$ cat src/design/bfa_pkg.sv
// Shared types and constants of the best-fit block allocator.
package bfa_pkg;

  localparam int NUM_BLOCKS_DEF = 16;
  localparam int SIZE_BITS_DEF  = 16;
  localparam int CMD_FIFO_DEPTH = 2;

  // fixed field widths of the ports
  localparam int BIU_W   = 5;
  localparam int IDX_IN_W = 4;
  localparam int SIZE_IN_W = 16;

  localparam logic [BIU_W-1:0] BIU_RESET = 5'd16;

  localparam logic CMD_LOAD  = 1'b0;
  localparam logic CMD_ALLOC = 1'b1;

  typedef enum logic [1:0] {
    OP_LOAD   = 2'd0,
    OP_ALLOC  = 2'd1,
    OP_REJECT = 2'd2
  } op_e_t;

  localparam int OP_W = 2;

  typedef struct packed {
    logic                 granted;
    logic [IDX_IN_W-1:0]  chosen_block;
    logic [SIZE_IN_W-1:0] leftover;
  } res_t;

endpackage

$ cat src/design/bfa_cmd_fifo.sv
// Small command queue between the front and the back of the allocator.
module bfa_cmd_fifo
  import bfa_pkg::*;
#(
  parameter int WIDTH = 8,
  parameter int DEPTH = CMD_FIFO_DEPTH
) (
  input  logic             clk,
  input  logic             rst_n,
  input  logic             push,
  input  logic [WIDTH-1:0] push_data,
  output logic             full,
  input  logic             pop,
  output logic [WIDTH-1:0] pop_data,
  output logic             empty
);

  localparam int PTR_W = (DEPTH > 1) ? $clog2(DEPTH) : 1;
  localparam int CNT_W = $clog2(DEPTH + 1);

  logic [WIDTH-1:0] slot_r [DEPTH];
  logic [PTR_W-1:0] wr_ptr_r, wr_ptr_nxt;
  logic [PTR_W-1:0] rd_ptr_r, rd_ptr_nxt;
  logic [CNT_W-1:0] count_r, count_nxt;
  logic             do_push, do_pop;

  assign full     = (count_r == CNT_W'(DEPTH));
  assign empty    = (count_r == '0);
  assign do_push  = push && !full;
  assign do_pop   = pop && !empty;
  assign pop_data = slot_r[rd_ptr_r];

  always_comb begin
    wr_ptr_nxt = wr_ptr_r;
    rd_ptr_nxt = rd_ptr_r;
    count_nxt  = count_r;
    if (do_push) begin
      wr_ptr_nxt = (wr_ptr_r == PTR_W'(DEPTH - 1)) ? '0 : wr_ptr_r + PTR_W'(1);
    end
    if (do_pop) begin
      rd_ptr_nxt = (rd_ptr_r == PTR_W'(DEPTH - 1)) ? '0 : rd_ptr_r + PTR_W'(1);
    end
    if (do_push && !do_pop) begin
      count_nxt = count_r + CNT_W'(1);
    end else if (do_pop && !do_push) begin
      count_nxt = count_r - CNT_W'(1);
    end
  end

  always_ff @(posedge clk) begin
    if (!rst_n) begin
      wr_ptr_r <= '0;
      rd_ptr_r <= '0;
      count_r  <= '0;
    end else begin
      wr_ptr_r <= wr_ptr_nxt;
      rd_ptr_r <= rd_ptr_nxt;
      count_r  <= count_nxt;
    end
  end

  always_ff @(posedge clk) begin
    if (do_push) begin
      slot_r[wr_ptr_r] <= push_data;
    end
  end

endmodule

$ cat src/design/bfa_front.sv
// Front end: takes input transactions and classifies them into queue commands.
module bfa_front
  import bfa_pkg::*;
#(
  parameter int NUM_BLOCKS = NUM_BLOCKS_DEF,
  parameter int SIZE_BITS  = SIZE_BITS_DEF,
  localparam int CMD_W     = OP_W + IDX_IN_W + SIZE_BITS
) (
  input  logic                 in_push,
  input  logic                 in_command,
  input  logic [IDX_IN_W-1:0]  in_block_index,
  input  logic [SIZE_IN_W-1:0] in_size_value,
  output logic                 in_full,
  input  logic                 q_full,
  output logic                 q_push,
  output logic [CMD_W-1:0]     q_data
);

  op_e_t                op;
  logic [SIZE_BITS-1:0] size;

  // sizes wider than the store lose their upper bits
  assign size = SIZE_BITS'(in_size_value);

  always_comb begin
    if (in_command == CMD_ALLOC) begin
      op = OP_ALLOC;
    end else if (32'(in_block_index) < NUM_BLOCKS) begin
      op = OP_LOAD;
    end else begin
      op = OP_REJECT;
    end
  end

  assign in_full = q_full;
  assign q_push  = in_push && !q_full;
  assign q_data  = {op, in_block_index, size};

endmodule

$ cat src/design/bfa_back.sv
// Back end: free-space table, best-fit scan and table update.
module bfa_back
  import bfa_pkg::*;
#(
  parameter int NUM_BLOCKS = NUM_BLOCKS_DEF,
  parameter int SIZE_BITS  = SIZE_BITS_DEF,
  localparam int CMD_W     = OP_W + IDX_IN_W + SIZE_BITS
) (
  input  logic             clk,
  input  logic             rst_n,
  input  logic [BIU_W-1:0] blocks_in_use,
  input  logic             cmd_valid,
  input  logic [CMD_W-1:0] cmd_data,
  output logic             cmd_pop,
  output logic             res_valid,
  output res_t             res,
  input  logic             res_ready
);

  localparam int IDX_W = $clog2(NUM_BLOCKS);
  localparam int CNT_W = $clog2(NUM_BLOCKS + 1);

  typedef enum logic [2:0] {
    ST_IDLE   = 3'b001,
    ST_SCAN   = 3'b010,
    ST_FINISH = 3'b100
  } state_t;

  state_t state_r, state_nxt;

  // table storage; an entry never written reads as zero through its valid bit
  logic [SIZE_BITS-1:0]  mem [NUM_BLOCKS];
  logic [NUM_BLOCKS-1:0] vld_r;
  logic [SIZE_BITS-1:0]  rd_q_r;
  logic                  rd_vld_r;
  logic [IDX_W-1:0]      rd_addr;
  logic                  wr_en;
  logic [IDX_W-1:0]      wr_addr;
  logic [SIZE_BITS-1:0]  wr_data;

  op_e_t                 cmd_op;
  logic [IDX_IN_W-1:0]   cmd_idx;
  logic [SIZE_BITS-1:0]  cmd_size;

  logic [SIZE_BITS-1:0]  size_r, size_nxt;
  logic [CNT_W-1:0]      limit_r, limit_nxt;
  logic [CNT_W-1:0]      lim;
  logic [IDX_W-1:0]      idx_r, idx_nxt;
  logic [IDX_W-1:0]      best_idx_r, best_idx_nxt;
  logic [SIZE_BITS-1:0]  best_f_r, best_f_nxt;
  logic                  found_r, found_nxt;

  logic [SIZE_BITS-1:0]  cur_f;
  logic                  hit;
  logic                  last;
  logic [SIZE_BITS-1:0]  left;

  assign cmd_op   = op_e_t'(cmd_data[CMD_W-1 -: OP_W]);
  assign cmd_idx  = cmd_data[SIZE_BITS +: IDX_IN_W];
  assign cmd_size = cmd_data[SIZE_BITS-1:0];

  assign lim = (32'(blocks_in_use) > NUM_BLOCKS) ? CNT_W'(NUM_BLOCKS) : CNT_W'(blocks_in_use);

  assign cur_f = rd_vld_r ? rd_q_r : '0;
  assign hit   = (cur_f >= size_r) && (!found_r || (cur_f < best_f_r));
  assign last  = ((CNT_W'(idx_r) + CNT_W'(1)) == limit_r);
  assign left  = best_f_r - size_r;

  always_comb begin
    state_nxt    = state_r;
    size_nxt     = size_r;
    limit_nxt    = limit_r;
    idx_nxt      = idx_r;
    best_idx_nxt = best_idx_r;
    best_f_nxt   = best_f_r;
    found_nxt    = found_r;
    cmd_pop      = 1'b0;
    res_valid    = 1'b0;
    res          = '0;
    rd_addr      = '0;
    wr_en        = 1'b0;
    wr_addr      = IDX_W'(cmd_idx);
    wr_data      = cmd_size;

    unique case (state_r)
      ST_IDLE: begin
        if (cmd_valid) begin
          case (cmd_op)
            OP_LOAD: begin
              res_valid        = 1'b1;
              res.granted      = 1'b1;
              res.chosen_block = cmd_idx;
              res.leftover     = SIZE_IN_W'(cmd_size);
              if (res_ready) begin
                cmd_pop = 1'b1;
                wr_en   = 1'b1;
              end
            end
            OP_ALLOC: begin
              // entry 0 is being read this cycle for the first compare
              cmd_pop    = 1'b1;
              size_nxt   = cmd_size;
              limit_nxt  = lim;
              idx_nxt    = '0;
              found_nxt  = 1'b0;
              best_idx_nxt = '0;
              best_f_nxt = '0;
              state_nxt  = (lim == '0) ? ST_FINISH : ST_SCAN;
            end
            default: begin
              // load to a missing entry: refused, all-zero result
              res_valid = 1'b1;
              if (res_ready) begin
                cmd_pop = 1'b1;
              end
            end
          endcase
        end
      end
      ST_SCAN: begin
        if (hit) begin
          found_nxt    = 1'b1;
          best_idx_nxt = idx_r;
          best_f_nxt   = cur_f;
        end
        if (last) begin
          state_nxt = ST_FINISH;
        end else begin
          idx_nxt = idx_r + IDX_W'(1);
          rd_addr = idx_r + IDX_W'(1);
        end
      end
      ST_FINISH: begin
        res_valid = 1'b1;
        if (found_r) begin
          res.granted      = 1'b1;
          res.chosen_block = IDX_IN_W'(best_idx_r);
          res.leftover     = SIZE_IN_W'(left);
        end
        wr_addr = best_idx_r;
        wr_data = left;
        if (res_ready) begin
          wr_en     = found_r;
          state_nxt = ST_IDLE;
        end
      end
      default: begin
        state_nxt = ST_IDLE;
      end
    endcase
  end

  always_ff @(posedge clk) begin
    if (!rst_n) begin
      state_r <= ST_IDLE;
      vld_r   <= '0;
      found_r <= 1'b0;
    end else begin
      state_r <= state_nxt;
      found_r <= found_nxt;
      if (wr_en) begin
        vld_r[wr_addr] <= 1'b1;
      end
    end
  end

  always_ff @(posedge clk) begin
    size_r     <= size_nxt;
    limit_r    <= limit_nxt;
    idx_r      <= idx_nxt;
    best_idx_r <= best_idx_nxt;
    best_f_r   <= best_f_nxt;
  end

  always_ff @(posedge clk) begin
    if (wr_en) begin
      mem[wr_addr] <= wr_data;
    end
    rd_q_r <= mem[rd_addr];
  end

  always_ff @(posedge clk) begin
    if (!rst_n) begin
      rd_vld_r <= 1'b0;
    end else begin
      rd_vld_r <= vld_r[rd_addr];
    end
  end

endmodule

$ cat src/design/best_fit_block_allocator_unit.sv
// Top level of the best-fit block allocator.
//
//   channel  handshake            payload
//   input    in_push / in_full    in_command, in_block_index, in_size_value
//   result   out_pop / out_empty  out_granted, out_chosen_block, out_leftover
//   config   cfg_valid/cfg_ready  cfg_data (blocks in use)
//
// A load or a refused load is handled by the back end from its idle state; an
// allocate scans the entries in use, and the one read port of the free-space
// table lets the scan walk an entry per cycle.
// Reset (synchronous, rst_n low) empties the queues and marks all entries zero.
// The command queue keeps taking transactions, until it is full, while the back
// end scans or a result waits in the output register.
module best_fit_block_allocator_unit
  import bfa_pkg::*;
#(
  parameter int NUM_BLOCKS = NUM_BLOCKS_DEF,
  parameter int SIZE_BITS  = SIZE_BITS_DEF
) (
  input  logic                 clk,
  input  logic                 rst_n,
  input  logic                 in_push,
  output logic                 in_full,
  input  logic                 in_command,
  input  logic [IDX_IN_W-1:0]  in_block_index,
  input  logic [SIZE_IN_W-1:0] in_size_value,
  output logic                 out_empty,
  input  logic                 out_pop,
  output logic                 out_granted,
  output logic [IDX_IN_W-1:0]  out_chosen_block,
  output logic [SIZE_IN_W-1:0] out_leftover,
  input  logic                 cfg_valid,
  output logic                 cfg_ready,
  input  logic [BIU_W-1:0]     cfg_data
);

  localparam int CMD_W = OP_W + IDX_IN_W + SIZE_BITS;

  logic             q_push, q_full, q_pop, q_empty;
  logic [CMD_W-1:0] q_wdata, q_rdata;
  logic             res_valid, res_ready;
  res_t             res;

  logic [BIU_W-1:0] biu_r;
  logic             out_valid_r;
  res_t             out_r;

  assign cfg_ready = 1'b1;

  always_ff @(posedge clk) begin
    if (!rst_n) begin
      biu_r <= BIU_RESET;
    end else if (cfg_valid && cfg_ready) begin
      biu_r <= cfg_data;
    end
  end

  bfa_front #(
    .NUM_BLOCKS (NUM_BLOCKS),
    .SIZE_BITS  (SIZE_BITS)
  ) u_front (
    .in_push        (in_push),
    .in_command     (in_command),
    .in_block_index (in_block_index),
    .in_size_value  (in_size_value),
    .in_full        (in_full),
    .q_full         (q_full),
    .q_push         (q_push),
    .q_data         (q_wdata)
  );

  bfa_cmd_fifo #(
    .WIDTH (CMD_W),
    .DEPTH (CMD_FIFO_DEPTH)
  ) u_cmd_fifo (
    .clk       (clk),
    .rst_n     (rst_n),
    .push      (q_push),
    .push_data (q_wdata),
    .full      (q_full),
    .pop       (q_pop),
    .pop_data  (q_rdata),
    .empty     (q_empty)
  );

  bfa_back #(
    .NUM_BLOCKS (NUM_BLOCKS),
    .SIZE_BITS  (SIZE_BITS)
  ) u_back (
    .clk           (clk),
    .rst_n         (rst_n),
    .blocks_in_use (biu_r),
    .cmd_valid     (!q_empty),
    .cmd_data      (q_rdata),
    .cmd_pop       (q_pop),
    .res_valid     (res_valid),
    .res           (res),
    .res_ready     (res_ready)
  );

  // output register: refills in the cycle the waiting result is popped
  assign res_ready = !out_valid_r || out_pop;

  always_ff @(posedge clk) begin
    if (!rst_n) begin
      out_valid_r <= 1'b0;
    end else if (res_ready) begin
      out_valid_r <= res_valid;
    end
  end

  always_ff @(posedge clk) begin
    if (res_ready && res_valid) begin
      out_r <= res;
    end
  end

  assign out_empty        = !out_valid_r;
  assign out_granted      = out_r.granted;
  assign out_chosen_block = out_r.chosen_block;
  assign out_leftover     = out_r.leftover;

endmodule

$ cat config.mk
export PLATFORM = sky130hd
export DESIGN_NAME = best_fit_block_allocator_unit
export DESIGN_NICKNAME = d
export VERILOG_FILES = /design/src/design/bfa_pkg.sv /design/src/design/bfa_cmd_fifo.sv /design/src/design/bfa_front.sv /design/src/design/bfa_back.sv /design/src/design/best_fit_block_allocator_unit.sv
export SDC_FILE = /design/constraint.sdc
export NUM_CORES = 1
export LEC_CHECK = 0
export ABC_AREA = 1
export BUFFER_PORTS_ARGS = -buffer_cell sky130_fd_sc_hd__buf_4
export CAP_MARGIN = 15
export CORE_MARGIN = 10
export CORE_UTILIZATION = 58
export CTS_CLUSTER_DIAMETER = 80
export DETAILED_ROUTE_END_ITERATION = 16
export PLACE_DENSITY = 0.75
export SLEW_MARGIN = 20
export SYNTH_ARGS = -nofsm -noshare
export SYNTH_HDL_FRONTEND = slang
export SYNTH_SLANG_ARGS = --single-unit
$ cat constraint.sdc
create_clock -name clk -period 4.27 [get_ports clk]
set_clock_uncertainty 0.1 [all_clocks]
set_input_delay 0.854 -clock clk [delete_from_list [all_inputs] [get_ports clk]]
set_output_delay 0.854 -clock clk [all_outputs]
set_load 0.02 [all_outputs]
**Word-level counts from Yosys, hierarchy flattened**

Memories as Yosys holds them, arrays and structs flattened. A register that Yosys moved wholly into a read port is not among the register bits.
Cells that the tools add are included.

- Register bits: 97
- Memory bits (writable): 298
- Input port bits: 31
- Output and inout port bits: 24
- Logic and storage cells: 127
- Memories kept: 2

Memory list:

| memory | depth | bits a word | read ports | clocked after memory_dff | write ports | RTL line | RTL |
|---|---|---|---|---|---|---|---|
| u_back.mem | 16 | 16 | 1 | 1 | 1 | bfa_back.sv:32 | `logic [SIZE_BITS-1:0] mem [NUM_BLOCKS];` |
| u_cmd_fifo.slot_r | 2 | 21 | 1 | 1 | 1 | bfa_cmd_fifo.sv:21 | `logic [WIDTH-1:0] slot_r [DEPTH];` |

- Add/sub/neg operators: 7
- $lt $le $gt $ge: 6
- Eq/ne operators: 12
- Multiplexer cells: 56
- Bitwise operators: 2
- Reduce and logical (&&, ||, !) cells: 25

Operators by type and width:

| cell | count |
|---|---|
| $mux W16 | 5 |
| $mux W21 | 3 |
| $pmux W21 S2 | 1 |
| $pmux W16 S2 | 1 |
| $mux W4 | 7 |
| $mux W1 | 23 |
| $ge A16 B16 Y1 | 1 |
| $lt A16 B16 Y1 | 1 |
| $or A16 B16 Y16 | 1 |
| $pmux W4 S2 | 2 |
| $sub A16 B16 Y16 | 1 |
| $mux W3 | 5 |
| $reduce_and A4 Y1 | 3 |
| $lt A4 B5 Y1 const B | 2 |
| $pmux W3 S3 | 1 |
| $logic_and A1 B1 Y1 | 8 |
| $ne A2 B2 Y1 const B | 4 |
| $logic_not A1 Y1 | 6 |
| $pmux W1 S2 | 3 |
| $add A4 B1 Y5 const B | 1 |
| $eq A5 B5 Y1 | 1 |
| $gt A5 B5 Y1 const B | 1 |
| $logic_not A5 Y1 | 1 |
| $mux W5 | 1 |
| 19 further kinds | 25 |

**Depth between registers and ports, before layout**

- Depth after elaboration: 10
- Gate-level depth with buffers: 17
- Gate-level depth less buffers: 15

**Hierarchy**

From an unflattened synthesis, not the netlist that was laid out.

- Cells, all modules: 1640
- Area, all modules: 18405.2 um^2

Modules (own cells, without submodules):

| module | times used | cells each | area an instance (um^2) |
|---|---|---|---|
| bfa_back | 1 | 1455 | 15518.6 |
| bfa_cmd_fifo | 1 | 106 | 1839.3 |
| best_fit_block_allocator_unit | 1 | 53 | 860.8 |
| bfa_front | 1 | 26 | 186.4 |

**Worst setup path after synthesis**

OpenSTA, ideal clock, no wires.

- Path kind: reg-to-reg
- Start point: reg u_back.rd_vld_r
- End point: reg u_back.best_f_r[0] (enable)
- Library setup time: 425 ps
- Arrival: 2497 ps
- Data required time: 3745 ps
- Setup slack: 1249 ps
- Stages on the path, launching flop included: 16
- Period minus slack after synthesis: 3021 ps
- Cell sequence: dfxtp_1 clkbuf_1 clkbuf_1 nand2_1 inv_1 ha_1 a21boi_0 nor3_1 o21bai_1 nand2_1 nand2_1 nand2_1 nand2_1 nand2_1 nand3_1 o21ai_0

- Cells in the longest elaborated chain, start to end: 6

RTL lines:

| item | RTL line | RTL |
|---|---|---|
| start: declaration | bfa_back.sv:35 | `logic rd_vld_r;` |
| start signal: assignment | bfa_back.sv:186 | `rd_vld_r <= vld_r[rd_addr];` |
| $mux W16 (*) | bfa_back.sv:64 | `assign cur_f = rd_vld_r ? rd_q_r : '0;` |
| net u_back.cur_f[1] | bfa_back.sv:53 | `logic [SIZE_BITS-1:0] cur_f;` |
| $lt A16 B16 Y1 | bfa_back.sv:65 | `assign hit = (cur_f >= size_r) && (!found_r \|\| (cur_f < best_f_r));` |
| $logic_or A1 B1 Y1 | bfa_back.sv:65 |  |
| $logic_and A1 B1 Y1 (*) | bfa_back.sv:65 |  |
| $ne A2 B1 Y1 (no source line) (*) | -- |  |
| $reduce_and A4 Y1 (no source line) (*) | -- |  |
| end signal: assignment | bfa_back.sv:172 | `best_f_r <= best_f_nxt;` |
| end: declaration | bfa_back.sv:50 | `logic [SIZE_BITS-1:0] best_f_r, best_f_nxt;` |

The timed path passes the listed nets; every way through them passes the cells marked *.
A chain may end at the register's enable or synchronous reset.

**Final worst setup path**

- Start point: reg u_back.state_r[0]
- End point: mem u_back.mem[7][8] (netlist name) (enable)

- Cells in the longest elaborated chain, start to end: 4

RTL lines:

| item | RTL line | RTL |
|---|---|---|
| start: declaration | bfa_back.sv:29 | `state_t state_r, state_nxt;` |
| start signal: assignment | bfa_back.sv:159 | `state_r <= state_nxt;` |
| $eq A3 B3 Y1 or $eq A3 B1 Y1 (tied branches) | bfa_back.sv:85 | `unique case (state_r)` |
| $pmux W1 S2 | bfa_back.sv:85 |  |
| $mux W1 | bfa_back.sv:176 | `if (wr_en) begin` |
| $mux W1 (implied by the code) | bfa_back.sv:177 | `mem[wr_addr] <= wr_data;` |
| end: declaration | bfa_back.sv:32 |  |

Parallel ways exist; a longest one is shown, timed or not.

==> out/metrics.csv <==
metric,value,unit
status,finished clean,
Mapped Nets,1687,
"Cell Chain, Critical Path",nand3_1 -> nor2_1 -> inv_1 -> nor2_1 -> buf_4 -> inv_1 -> nand2_1 -> nand2_1 -> inv_2 -> nand3_1 -> nor2_2 -> buf_4,
share of layout cells above drive strength 1,0.123,
leak pwr,7.85,nW
RR Startpoint,u_back.state_r[0]$_SDFFE_PN1P_,
"commonest non-fill, non-tap cells in the layout","364 x edfxtp_1, 237 x nand2_1, 193 x nor2_1",
setup tns final,0,ps
CTS root buffer,clkbuf_16,
final worst-path cycle share,0.789,
post-CTS setup buffer count,0,
Max Cap Viol,0,
CP Max Fanout,12,
diode count,0,
utilization after layout,0.663,
critical path class,flop to flop,
Sink Count,412,
Die Width,196,um
nets,1758,
"Clk Latency, worst-skew pair",550,ps
Worst EP arrival,3490,ps
CP max stage cell,nor2_2,
Synth Cell Area,17900,sq um
ANT nets after route,0,
"Largest stage delay, worst path",520,ps
port bufs,53,
Slew HR,0.442,
setup violators final,0,
"Hold-fix buffers, CTS",0,
clk slew on worst S/H paths,60,ps
cell count after synthesis,1611,
Ys Warns,0,
Die Span Y,196,um
Worst setup SP type,flop,
R2R Setup Slk,900,ps
vias in the first global route,12146,
initial antenna violation count,0,
HPWL Detailed,25.7,mm
area grow syn2layout,13.1,%
DRC,0,
RSZ-0062 raised after global routing,no,
post-synthesis average cell area,11.1,sq um
Clock Tree Buf Depth,3,
Die ar.,38300,sq um
Hold Path Origin,u_back.vld_r[12]$_SDFFE_PN0P_,
f_max,0.297,GHz
Fin Hold WS,372,ps
final hold violations,0,
Placed Area,18900,sq um
routed vias/inst,5.78,
Pwr per Cell Area,596,nW/um^2
Slew Limit Fails,0,
largest net degree at the start of global routing,150,
WP data required,4400,ps
"Remaining Overflow, GRT",0,
Post-Route WL,42.5,mm
cell area after layout,20200,sq um
DR iter-0 viols,1379,
CP startpoint,u_back.state_r[0]$_SDFFE_PN1P_,
Peak VDD IR,385,uV
Tot Pwr,12.1,mW
post-synthesis sequential area ratio,0.665,
Tot GR Track Use,0.217,
First-pass DRT Iterations,6,
cell row count,64,
total CTS buffers,42,
GP Congestion,0.883,
end of the critical path,u_back.mem[7][8]$_DFFE_PP_,
PostCTS Resize Cnt,0,
DR vias,12197,
CTS tree,built,
Tmin final,3370,ps
"commonest non-fill, non-tap cell in the layout",edfxtp_1,
Worst Tran Pin Value,837,ps
Hold Path Depth,2,
Worst Hold Class,flop to flop,
Crit. End Element,flop,
Initial Util,0.587,
WL per Instance,20.1,um
Yosys cell types,40,
H-tree lvl count,2,
"flops & latches, synth",412,
worst r2r path cells,12,
R2R Path End,u_back.mem[7][8]$_DFFE_PP_,
Ports,55,
first-pass GRT wire length,66.1,mm
Core Box Area,30500,sq um
sequential cells by signal, summed over array words and instances (netlist names), 2 cells and up, named ones only:
register	count
u_back.rd_q_r	16
u_back.best_f_r	16
u_back.state_r	3
u_back.mem	256
u_cmd_fifo.count_r	2
u_back.vld_r	16
u_back.idx_r	4
u_back.best_idx_r	4
u_back.size_r	16
u_back.limit_r	5
u_cmd_fifo.slot_r	42
biu_r	5
out_chosen_block	4
out_leftover	16
logic make-up after synthesis:
logic type | synth area share
xor gates and xnor gates | 0.00538
other | 0.000210
AOI/OAI and AO/OA | 0.0919
DFF | 0.665
and+or+nand+nor | 0.147
adders and majority gates | 0.0319
muxes | 0.00224
buffers and inverters | 0.0573
worst min path at each step:
stage                                         end  slack [ps]
6_report            u_back.vld_r[12]$_SDFFE_PN0P_         370
5_1_grt        u_cmd_fifo.slot_r[1][13]$_DFFE_PP_         380
4_1_cts             u_back.vld_r[12]$_SDFFE_PN0P_         370
3_5_place_dp        u_back.vld_r[12]$_SDFFE_PN0P_         360
3_3_place_gp        u_back.vld_r[10]$_SDFFE_PN0P_         350
2_1_floorplan       u_back.vld_r[10]$_SDFFE_PN0P_         330
synth_stat cells:
master	n	area, sq um
fa_1	1	20.0
nand3_4	1	17.5
nor2_1	212	796
o21ai_0	76	380
buf_1	1	3.75
or2_2	11	68.8
nor2_4	3	33.8
nand4_1	14	87.6
a211oi_1	3	22.5
conb_1	1	3.75
o22ai_1	4	25.0
o21ai_1	42	210
inv_1	170	638
buf_6	2	22.5
clkbuf_1	33	124
o21bai_1	2	15.0
ha_1	44	551
edfxtp_1	364	10900
o31ai_1	2	15.0
mux2i_1	4	40.0
nor3_4	2	32.5
xnor2_1	9	78.8
buf_2	25	125
buf_4	9	67.6
nand2_1	237	890
o211ai_1	100	751
dfxtp_1	48	961
o21a_1	1	7.51
nand3_2	1	10.0
nand3b_1	1	7.51
inv_2	11	41.3
a21o_1	3	22.5
xor2_1	2	17.5
nand2_2	1	6.26
nor3_1	4	20.0
a21oi_1	36	180
a21boi_0	2	15.0
clkinv_1	1	3.75
or2_1	10	62.6
nand3_1	118	591
power breakdown:
part	leakage (nW)	internal (mW)	total, mW	switching (mW)
logic	3.48	0.858	3.04	2.18
clock network	0.656	2.01	3.50	1.49
registers	3.72	5.30	5.51	0.215
per-stage QoR:
step | instances | worst slack [ps]
after floorplan | 1611 | 1250
after global placement | 2034 | 1160
after detailed placement | 2034 | 1060
after CTS | 2112 | 1020
after global routing | 2112 | 728
final | 2112 | 902
critical path: cells and delay by family, from the launching register on:
kind	cells	cell delay (ps)
flops	1	430
buf+inv	5	1010
simple gates	7	1500
routing by layer:
metal	vias up	GRT usage	share of wire
li1	5753	-	-
met1	5863	0.284	0.41
met2	492	0.353	0.48
met3	89	0.0327	0.068
met4	0	0.0964	0.037
met5	-	0	0
area by class of cell:
cell class / instances / area, sq um
Clock buffer: 60 / 1190
Tap cell: 396 / 495
Inverter: 182 / 683
Sequential cell: 412 / 11900
Timing Repair Buffer: 97 / 778
Clock inverter: 18 / 131
Fill cell: 2277 / 10300
Multi-Input combinational cell: 947 / 5070
Note: power is estimated with default switching activity, not from simulation.
